## src/hw/rtl/rcpf_pkg.sv

```systemverilog
// ----------------------------------------------------------------------------
// rcpf_pkg
// Types and constants of the radio clock pulse framer: payload structs,
// result kinds, register indexes and the nominal pulse length table.
// ----------------------------------------------------------------------------
package rcpf_pkg;

  localparam int unsigned MAX_SYMBOLS = 120;

  localparam int unsigned TimeW  = 32;
  localparam int unsigned IndexW = 7;
  localparam int unsigned ValueW = 5;
  localparam int unsigned TolW   = 6;
  localparam int unsigned CfgW   = 6;
  localparam int unsigned CfgIdxW = 1;
  localparam int unsigned SpanW  = 11;  // widths of intervals up to the longest window

  localparam logic [TimeW-1:0] MaxIntervalMs = TimeW'(2000);
  localparam int unsigned NumLengths = 9;

  // nominal pulse lengths in ms and the resulting symbol value in tenths
  localparam logic [SpanW-1:0] NominalMs [NumLengths] = '{
    11'd100, 11'd200, 11'd300, 11'd500, 11'd700, 11'd800, 11'd900, 11'd1800, 11'd1900
  };
  localparam logic [ValueW-1:0] NominalVal [NumLengths] = '{
    5'd1, 5'd2, 5'd3, 5'd5, 5'd7, 5'd8, 5'd9, 5'd18, 5'd19
  };

  localparam logic [ValueW-1:0] ValTick    = 5'd1;
  localparam logic [ValueW-1:0] ValMsf     = 5'd5;
  localparam logic [ValueW-1:0] ValWwvb    = 5'd8;
  localparam logic [ValueW-1:0] ValDcfA    = 5'd18;
  localparam logic [ValueW-1:0] ValDcfB    = 5'd19;
  localparam logic [ValueW-1:0] ValZero    = 5'd0;
  localparam logic [ValueW-1:0] DoubleAdd  = 5'd10;

  localparam logic [CfgIdxW-1:0] CfgInvert = 1'd0;
  localparam logic [CfgIdxW-1:0] CfgTol    = 1'd1;

  localparam logic [TolW-1:0] TolReset = 6'd40;

  typedef enum logic [2:0] {
    KindWrite  = 3'd0,
    KindUpdate = 3'd1,
    KindMsf    = 3'd2,
    KindWwvb   = 3'd3,
    KindDcf    = 3'd4,
    KindClear  = 3'd5,
    KindSecond = 3'd6
  } kind_e;

  typedef struct packed {
    logic             level;
    logic [TimeW-1:0] time_ms;
  } in_t;

  typedef struct packed {
    kind_e             kind;
    logic [IndexW-1:0] index;
    logic [ValueW-1:0] value;
    logic [TimeW-1:0]  event_time;
    logic              last;
  } out_t;

endpackage

```

## src/hw/rtl/radio_clock_pulse_framer.sv

```systemverilog
// ----------------------------------------------------------------------------
// radio_clock_pulse_framer
// Classifies receiver level changes by pulse width and emits symbol, frame,
// clear and second-start results for MSF, WWVB and DCF77 time signals.
// ----------------------------------------------------------------------------
// Each accepted edge is classified and turned into its results in the cycle
// it is taken; the results (zero to three) land in a three-entry result queue
// that drives the output one result per cycle unless out_stall_i is high. Edges
// that cause at most one result can be taken back to back while the output
// keeps up; an edge with more results holds the input until the single result
// port has drained all but the last. Samples without a level change are
// accepted and dropped. Configuration is applied at the next accepted edge.
module radio_clock_pulse_framer #(
  parameter int unsigned MaxSymbols = rcpf_pkg::MAX_SYMBOLS
) (
  input  logic                          clk_i,
  input  logic                          rst_ni,

  input  logic                          in_valid_i,
  output logic                          in_stall_o,
  input  rcpf_pkg::in_t                 in_i,

  output logic                          out_valid_o,
  input  logic                          out_stall_i,
  output rcpf_pkg::out_t                out_o,

  input  logic                          cfg_we_i,
  input  logic [rcpf_pkg::CfgIdxW-1:0]  cfg_idx_i,
  input  logic [rcpf_pkg::CfgW-1:0]     cfg_data_i
);

  localparam int unsigned IW = rcpf_pkg::IndexW;
  localparam int unsigned VW = rcpf_pkg::ValueW;
  localparam logic [IW-1:0] MaxCount = IW'(MaxSymbols);

  // configuration
  logic                     invert_q;
  logic [rcpf_pkg::TolW-1:0] tol_q;

  // framer state
  logic                          held_q, held_d;
  logic [rcpf_pkg::TimeW-1:0]    last_time_q;
  logic [IW-1:0]                 count_q, count_d;
  logic [VW-1:0]                 last_sym_q, last_sym_d;
  logic                          flag_q, flag_d;

  // result queue
  rcpf_pkg::out_t slot_q [3];
  logic [1:0]     fill_q;

  rcpf_pkg::out_t res [3];
  logic [1:0]     res_n;

  logic                       accept, pop;
  logic                       lvl;
  logic [rcpf_pkg::TimeW-1:0] delta;
  logic                       sym_ok;
  logic [VW-1:0]              sym;
  logic [IW-1:0]              base;
  logic                       full;

  function automatic rcpf_pkg::out_t mk(rcpf_pkg::kind_e k, logic [IW-1:0] idx,
                                        logic [VW-1:0] v, logic [rcpf_pkg::TimeW-1:0] t);
    rcpf_pkg::out_t r;
    r.kind       = k;
    r.index      = idx;
    r.value      = v;
    r.event_time = t;
    r.last       = 1'b0;
    return r;
  endfunction

  assign pop         = out_valid_o && !out_stall_i;
  assign in_stall_o  = !((fill_q == 2'd0) || ((fill_q == 2'd1) && !out_stall_i));
  assign accept      = in_valid_i && !in_stall_o;
  assign out_valid_o = (fill_q != 2'd0);
  assign out_o       = slot_q[0];

  assign lvl   = in_i.level ^ invert_q;
  assign delta = in_i.time_ms - last_time_q;
  assign full  = (count_q >= MaxCount);

  // pulse width classification, first window in table order wins
  always_comb begin
    logic [rcpf_pkg::SpanW-1:0] d11;
    logic [rcpf_pkg::SpanW-1:0] lo, hi;
    d11    = delta[rcpf_pkg::SpanW-1:0];
    sym_ok = 1'b0;
    sym    = rcpf_pkg::ValZero;
    for (int i = rcpf_pkg::NumLengths - 1; i >= 0; i--) begin
      lo = rcpf_pkg::NominalMs[i] - rcpf_pkg::SpanW'(tol_q);
      hi = rcpf_pkg::NominalMs[i] + rcpf_pkg::SpanW'(tol_q);
      if (d11 > lo && d11 < hi) begin
        sym_ok = 1'b1;
        sym    = rcpf_pkg::NominalVal[i];
      end
    end
    if (delta > rcpf_pkg::MaxIntervalMs) begin
      sym_ok = 1'b0;
    end
  end

  // result generation and next state
  always_comb begin
    logic [rcpf_pkg::TimeW-1:0] t;
    t          = in_i.time_ms;
    held_d     = held_q;
    count_d    = count_q;
    last_sym_d = last_sym_q;
    flag_d     = flag_q;
    res_n      = 2'd0;
    base       = count_q;
    for (int i = 0; i < 3; i++) begin
      res[i] = mk(rcpf_pkg::KindClear, '0, '0, t);
    end

    if (lvl != held_q) begin
      held_d = lvl;
      if (!sym_ok) begin
        count_d = '0;
        res[0]  = mk(rcpf_pkg::KindClear, '0, '0, t);
        res_n   = 2'd1;
      end else if (lvl) begin
        if (full) begin
          base   = '0;
          res[0] = mk(rcpf_pkg::KindClear, '0, '0, t);
          res_n  = 2'd1;
        end
        if (flag_q && sym == rcpf_pkg::ValTick) begin
          // second half of a double pulse marks the previous symbol
          flag_d  = 1'b0;
          count_d = base;
          if (base != '0) begin
            last_sym_d = last_sym_q + rcpf_pkg::DoubleAdd;
            res[res_n] = mk(rcpf_pkg::KindUpdate, base - IW'(1), last_sym_d, t);
            res_n      = res_n + 2'd1;
          end
        end else begin
          if (sym == rcpf_pkg::ValMsf || sym == rcpf_pkg::ValWwvb) begin
            res[res_n] = mk((sym == rcpf_pkg::ValMsf) ? rcpf_pkg::KindMsf
                                                      : rcpf_pkg::KindWwvb, base, '0, t);
            res_n      = res_n + 2'd1;
            base       = '0;
          end
          res[res_n] = mk(rcpf_pkg::KindWrite, base, sym, t);
          res_n      = res_n + 2'd1;
          last_sym_d = sym;
          count_d    = base + IW'(1);
        end
      end else begin
        if (count_q > IW'(1) && last_sym_q == rcpf_pkg::ValTick &&
            sym == rcpf_pkg::ValTick) begin
          flag_d = 1'b1;
        end else if (sym == rcpf_pkg::ValDcfA || sym == rcpf_pkg::ValDcfB) begin
          if (full) begin
            base   = '0;
            res[0] = mk(rcpf_pkg::KindClear, '0, '0, t);
            res_n  = 2'd1;
          end
          res[res_n]        = mk(rcpf_pkg::KindWrite, base, rcpf_pkg::ValZero, t);
          res[res_n + 2'd1] = mk(rcpf_pkg::KindDcf, base + IW'(1), '0, t);
          res_n             = res_n + 2'd2;
          last_sym_d        = rcpf_pkg::ValZero;
          count_d           = '0;
        end else begin
          res[0] = mk(rcpf_pkg::KindSecond, '0, '0, t);
          res_n  = 2'd1;
        end
      end
      if (res_n != 2'd0) begin
        res[res_n - 2'd1].last = 1'b1;
      end
    end
  end

  always_ff @(posedge clk_i or negedge rst_ni) begin
    if (!rst_ni) begin
      invert_q    <= 1'b0;
      tol_q       <= rcpf_pkg::TolReset;
      held_q      <= 1'b0;
      last_time_q <= '0;
      count_q     <= '0;
      last_sym_q  <= '0;
      flag_q      <= 1'b0;
      fill_q      <= 2'd0;
    end else begin
      if (cfg_we_i) begin
        case (cfg_idx_i)
          rcpf_pkg::CfgInvert: invert_q <= cfg_data_i[0];
          rcpf_pkg::CfgTol:    tol_q    <= cfg_data_i[rcpf_pkg::TolW-1:0];
          default: ;
        endcase
      end
      if (accept) begin
        fill_q <= res_n;
        if (lvl != held_q) begin
          held_q      <= held_d;
          last_time_q <= in_i.time_ms;
          count_q     <= count_d;
          last_sym_q  <= last_sym_d;
          flag_q      <= flag_d;
        end
      end else if (pop) begin
        fill_q <= fill_q - 2'd1;
      end
    end
  end

  // queue payload
  always_ff @(posedge clk_i) begin
    if (accept) begin
      slot_q[0] <= res[0];
      slot_q[1] <= res[1];
      slot_q[2] <= res[2];
    end else if (pop) begin
      slot_q[0] <= slot_q[1];
      slot_q[1] <= slot_q[2];
    end
  end

endmodule
```

## config.mk

```make
export PLATFORM = sky130hd
export DESIGN_NAME = radio_clock_pulse_framer
export DESIGN_NICKNAME = d
export VERILOG_FILES = /design/src/hw/rtl/rcpf_pkg.sv /design/src/hw/rtl/radio_clock_pulse_framer.sv
export SDC_FILE = /design/constraint.sdc
export NUM_CORES = 1
export LEC_CHECK = 0
export BUFFER_PORTS_ARGS = -buffer_cell sky130_fd_sc_hd__buf_4
export CAP_MARGIN = 10
export CORE_MARGIN = 8
export CORE_UTILIZATION = 32
export CTS_CLUSTER_SIZE = 25
export DETAILED_ROUTE_END_ITERATION = 10
export PLACE_DENSITY = 0.55
export REMOVE_ABC_BUFFERS = 1
export SLEW_MARGIN = 20
export SYNTH_ARGS = -nofsm -noshare
export SYNTH_HDL_FRONTEND = slang
export SYNTH_SLANG_ARGS = --single-unit
```

## constraint.sdc

```tcl
create_clock -name clk_i -period 10.55 [get_ports clk_i]
set_clock_uncertainty 0.1 [all_clocks]
set_input_delay 1.055 -clock clk_i [delete_from_list [all_inputs] [get_ports clk_i]]
set_output_delay 1.055 -clock clk_i [all_outputs]
set_load 0.005 [all_outputs]
```

Yosys cells after proc, flatten, opt, wreduce, memory -nomap -nowiden
Memory sizes are Yosys's and may differ from the RTL's.
Cells that the tools add are included.
{ "classes": {"add_sub_neg": 29, "n_lt_le_gt_ge": 31, "eq_ne": 13, "n_mux": 119, "n_bitwise": 9, "reduce_logical": 38} }
{ "op_table": {"columns": ["operator", "n"], "rows": [
  ["144-bit 2-to-1 mux", 11],
  ["144-bit bitwise mux", 6],
  ["48-bit 2-to-1 mux", 17],
  ["48-bit demux with 2-bit select", 5],
  ["96-bit 2-to-1 mux", 3],
  ["7-bit 2-to-1 mux", 19],
  ["11-bit > comparator", 9],
  ["5-bit 2-to-1 mux", 14],
  ["11-bit < comparator", 5],
  ["2-bit 2-to-1 mux", 23],
  ["10-bit by 6-bit adder with 11-bit output, first input constant", 3],
  ["10-bit by 6-bit subtractor with 11-bit output, first input constant", 3],
  ["32-bit by 11-bit > comparator with 1-bit output, second input constant", 1],
  ["32-bit subtractor", 1],
  ["11-bit by 10-bit < comparator with 1-bit output", 2],
  ["1-bit 2-to-1 mux", 21],
  ["9-bit by 6-bit adder with 10-bit output, first input constant", 2],
  ["9-bit by 7-bit adder with 10-bit output, first input constant", 2],
  ["1-bit logical AND", 20],
  ["9-bit by 6-bit subtractor with 10-bit output, first input constant", 2],
  ["9-bit by 7-bit subtractor with 10-bit output, first input constant", 2],
  ["3-bit greater-or-equal comparator, second input constant", 5],
  ["3-bit by 1-bit < comparator with 1-bit output, second input constant", 5],
  ["2-bit NOT with 3-bit output", 5],
  ["other kinds (36)", 53]
]} }
{ "totals": {"regBits": 55, "ramBits": 144, "input_bits": 45, "out_inout_bits": 50, "elab_cells": 248, "memories": 1} }
{ "memory_table": {"columns": ["name", "words", "word_bits", "read_ports", "rd_ports_with_merged_regs", "wr", "line", "rtl"], "rows": [
  ["slot_q", 3, 48, 3, 0, 3, "radio_clock_pulse_framer.sv:48", "rcpf_pkg::out_t slot_q [3];"]
]} }

Logic depth before layout (Yosys ltp)
{ "logic_depth": {"ltp_word": 36, "depth_mapped": 25, "depth_no_buf": 23} }

Worst setup path after synthesis
Ideal clock, no wire load.
{ "synth_path": {"path_kind": "input to register", "startpoint": "in out_stall_i", "endpoint": "reg fill_q[1]", "setup_ns": 0.141, "arrival_time_ns": 9.049, "required_time_ns": 10.309, "slack_ns": 1.260, "path_stages": 4, "n_path_buf": 0, "cell_sequence": "o21ai_0 > o21ai_0 > a31oi_1 > nor2_1"} }
{ "synth_between": {"elab_chain_cells": 5, "word_cells_on_any_way": 7, "cone_classes": "1 x mux; 6 x reduce/logical"} }
{ "synth_lines": {"columns": ["element", "line", "rtl"], "rows": [
  ["from (decl)", "radio_clock_pulse_framer.sv:24", "input logic out_stall_i,"],
  ["1-bit zero test (*)", "radio_clock_pulse_framer.sv:73, radio_clock_pulse_framer.sv:74", null],
  ["1-bit logical AND", "radio_clock_pulse_framer.sv:74", "assign in_stall_o = !((fill_q == 2'd0) || ((fill_q == 2'd1) && !out_stall_i));"],
  ["1-bit logical OR", "radio_clock_pulse_framer.sv:74", null],
  ["1-bit logical AND", "radio_clock_pulse_framer.sv:75", "assign accept = in_valid_i && !in_stall_o;"],
  ["2-bit 2-to-1 mux / 2-bit nonzero test (equally long branches)", null, null],
  ["to (signal assigned)", "radio_clock_pulse_framer.sv:195", "fill_q <= res_n;"],
  ["to (signal assigned)", "radio_clock_pulse_framer.sv:204", "fill_q <= fill_q - 2'd1;"],
  ["to (decl)", "radio_clock_pulse_framer.sv:49", "logic [1:0] fill_q;"]
]} }
Mark *: on every way between the ends. The rest lies on a longest branch, timed or not.
A chain may end at the register's enable or synchronous reset.

==> impl_metrics.env <==
export IMPL_status="completed"
export IMPL_setup_ws_ps=3660
export IMPL_diodes=0
export IMPL_worst_pin_slew_ps=934
export IMPL_cts_tree="built"
export IMPL_hold_violations=0
export IMPL_post_dp_hpwl_mm=31.5
export IMPL_switching_power_mw=2.63
export IMPL_reg2reg_depth=17
export IMPL_drc_errors=0
export IMPL_track_usage_pct=15.8
export IMPL_regToRegSetupSlack_ps=3660
export IMPL_cts_root_buffer="clkbuf_16"
export IMPL_crit_path_start="tol_q[4]$_DFFE_PN0P_"
export IMPL_power_share_combinational_pct=63.9
export IMPL_die_x_um=229
export IMPL_die_area_sq_um=52500
export IMPL_r2r_start="tol_q[4]$_DFFE_PN0P_"
export IMPL_p_sw_share_pct=48.6
export IMPL_cts_path_max_buffers=2
export IMPL_syn2layout_area_growth_pct=11.4
export IMPL_power_frac_seq_pct=22.8
export IMPL_cp_arrival_ps=7050
export IMPL_nets=1860
export IMPL_r2r_end="slot_q[0][41]$_DFFE_PP_"
export IMPL_ctsHtreeMaxLevel=4
export IMPL_grt_overflow=0
export IMPL_antenna_left=0
export IMPL_grt_max_degree=64
export IMPL_drtIter0Drc=994
export IMPL_antenna_found_initial=0
export IMPL_postCtsSetupRepairBufs=0
export IMPL_rows=78
export IMPL_route_vias_total=12200
export IMPL_worst_setup_path_end_kind="flop"
export IMPL_synth_seq_cells=198
export IMPL_ys_types=89
export IMPL_p_leak_nw=6.73
export IMPL_critPathKind="reg -> reg"
export IMPL_drive_gt1_share_pct=11.3
export IMPL_pre_cts_ws_ps=3310
export IMPL_fp_dieH_um=229
export IMPL_yosysWarningCount=0
export IMPL_firstDrtPassIters=5
export IMPL_via_per_inst=5.30
export IMPL_vdd_drop_max_uv=148
export IMPL_ys_seq_area_share_pct=39.0
export IMPL_cts_made_buffers=17
export IMPL_start_util_pct=32.3
export IMPL_clock_sinks=198
export IMPL_gp_congestion=0.907
export IMPL_grt_pass1_vias=12000
export IMPL_slew_viol_final=0
export IMPL_final_cell_area_sq_um=16200
export IMPL_max_freq_ghz=0.145
export IMPL_totalWireLength_mm=41.9
export IMPL_synth_edf_count=143
export IMPL_synth_main_ff_cell="edfxtp_1"
export IMPL_endpoint="slot_q[0][41]$_DFFE_PP_"
export IMPL_async_flop_share_pct=27.8
export IMPL_p_total_mw=5.42
export IMPL_path_clk_slew_ps=80
export IMPL_synthCells=1667
export IMPL_critPathRequiredTime_ps=10710
export IMPL_port_buffers=94
export IMPL_finalCritPeriodShare_pct=65.3
export IMPL_hold_buffers=0
export IMPL_setup_tns_ps=0
export IMPL_p_int_mw=2.78
export IMPL_clockPowerShare_pct=13.3
export IMPL_rsz0062_at_grt="no"
export IMPL_io_pins=95
export IMPL_cts_resized=0
export IMPL_grt_first_pass_wirelength_mm=67.3
export IMPL_netlist_area_sq_um=14600
export IMPL_maxSlewHeadroom_pct=37.1
export IMPL_finalSetupViolations=0
export IMPL_wl_per_cell_um=18.2
export IMPL_core_area_sq_um=45100
export IMPL_dpl_instance_area_sq_um=15600
export IMPL_min_period_ps=6890
export IMPL_postSynthAreaPerCell_sq_um=8.73
export IMPL_powerDensity_nw_per_um2=334
export IMPL_drv_cap=0
export IMPL_hp_class="reg -> reg"
export IMPL_path_max_fanout=22
export IMPL_start_kind="flop"
export IMPL_worstSkewPairLatency_ps=460
==> metrics by stage <==
stage,hold slack [ps],cells,util (%)
CTS,410,2301,35.9
detailed placement,392,2269,34.5
finish,405,2301,35.9
floorplan,354,1555,-
global route,430,2301,35.9
global placement,376,2269,34.5
==> registers in the layout (all words and copies together) (netlist names) <==
name and count:
flag_q 1, invert_q 1, slot_q 143, count_q 7, last_time_q 32, fill_q 2
held_q 1, tol_q 6, last_sym_q 5
==> area by class of cell <==
cell class              instances  area [sq um]
fillers                      4603         28900
multi-input cells            1250          7890
flip-flops and latches        198          5670
repair buffers                114           856
well taps                     600           751
clock buffers                  17           425
inverters                     107           402
clock inverters                15           213
==> cells in the mapped netlist (5+ instances only) <==
master       n  area, sq um
nor4_1      12         75.1
nor3_2       6         60.1
o22a_1       6         52.6
o2bb2ai_1    6         52.6
a2111oi_0    8         70.1
clkbuf_1    51          191
nor3_1      28          140
xnor2_1     23          201
or3_1       13         81.3
nand2_1    333         1250
buf_2        6         30.0
o22ai_1      9         56.3
dfrtp_1     53         1330
a31oi_1     16          100
a211o_1      5         43.8
and3_1      14         87.6
nor2_1      93          349
a211oi_1    21          158
mux2i_1      5         50.1
buf_1        6         22.5
ha_1       126         1580
o21a_1       9         67.6
o211ai_1    10         75.1
and2_1      11         68.8
nor3b_1      6         45.0
nor2b_1      8         50.1
a21oi_1    100          500
o21ai_0    127          636
and4_1       5         43.8
a22oi_1      8         60.1
o2111ai_1    6         52.6
nand4_1     21          131
a21o_1      25          188
o31ai_1     16          120
mux2_2       9          101
nand2b_1    14         87.6
buf_4       49          368
nand3_1     43          215
or2_2        6         37.5
edfxtp_1   143         4290
inv_1      104          390
xor2_1      11         96.3
a32oi_1      5         43.8
==> placed cells by master, fill, tap and decap left out, drive strengths merged, types with 16 or more instances in the layout <==
master / instances
o21ai: 133
dfrtp: 53
ha: 126
nor3: 34
nand2: 333
xnor2: 24
a211oi: 21
nand4: 21
edfxtp: 143
a21o: 25
inv: 113
nor2: 93
buf: 114
nand3: 43
a21oi: 104
a31oi: 16
clkbuf: 17
o31ai: 16
==> power groups by stage <==
stage	Clock [mW]	Sequential, mW	Combinational [mW]
after global routing	0.764	1.26	3.86
after floorplan	0	1.27	2.35
final	0.718	1.23	3.46
after detailed placement	0	1.25	3.43
after global placement	0	1.25	3.40
after CTS	0.741	1.24	3.45
==> how the worst min path moves through the flow <==
| stage | startpoint | to | slack [ps] | cells past startpoint |
|---|---|---|---|---|
| finish | last_time_q[0]$_DFFE_PN0P_ | last_time_q[0]$_DFFE_PN0P_ | 410 | 2 |
| global placement | last_time_q[0]$_DFFE_PN0P_ | last_time_q[0]$_DFFE_PN0P_ | 380 | 2 |
| CTS | last_time_q[0]$_DFFE_PN0P_ | last_time_q[0]$_DFFE_PN0P_ | 410 | 2 |
| global route | slot_q[0][53]$_DFFE_PP_ | slot_q[0][5]$_DFFE_PP_ | 430 | 2 |
| detailed placement | last_time_q[0]$_DFFE_PN0P_ | last_time_q[0]$_DFFE_PN0P_ | 390 | 2 |
| floorplan | last_time_q[0]$_DFFE_PN0P_ | last_time_q[0]$_DFFE_PN0P_ | 350 | 2 |
==> worst max-delay path, stage by stage, from the launching register on <==
cell and delay, ps:
dfrtp_1 960, clkinv_1 630, ha_1 470, a21oi_1 230, xnor2_1 110, ha_1 340, nand3_1 130, a211oi_1 410
or4_1 180, o211ai_1 90, maj3_1 380, o32ai_1 120, buf_4 200, a2bb2oi_1 70, nor4b_2 210, nor3_2 730
nand3_1 800, o31ai_1 480
==> routing by layer <==
| layer | up-vias | share of wire [%] | track usage, % |
|---|---|---|---|
| li1 | 6032 | - | - |
| met1 | 5760 | 46 | 21.0 |
| met2 | 340 | 47 | 25.8 |
| met3 | 56 | 4.7 | 2.68 |
| met4 | 0 | 1.9 | 5.12 |
| met5 | - | 0 | 0 |
==> logic make-up (layout without fill, tap and decap cells) <==
logic type | count (synthesis) | in the layout | share of synthesized area [%]
AOI/OAI and AO/OA | 437 | 437 | 19.5
xor gates and xnor gates | 37 | 37 | 2.48
adders and majority gates | 129 | 129 | 11.1
buffers and inverters | 219 | 253 | 6.97
DFF | 198 | 198 | 39.0
muxes | 14 | 14 | 1.04
and+or+nand+nor | 633 | 633 | 20.0
No activity file was read; power rests on OpenSTA's default activity.
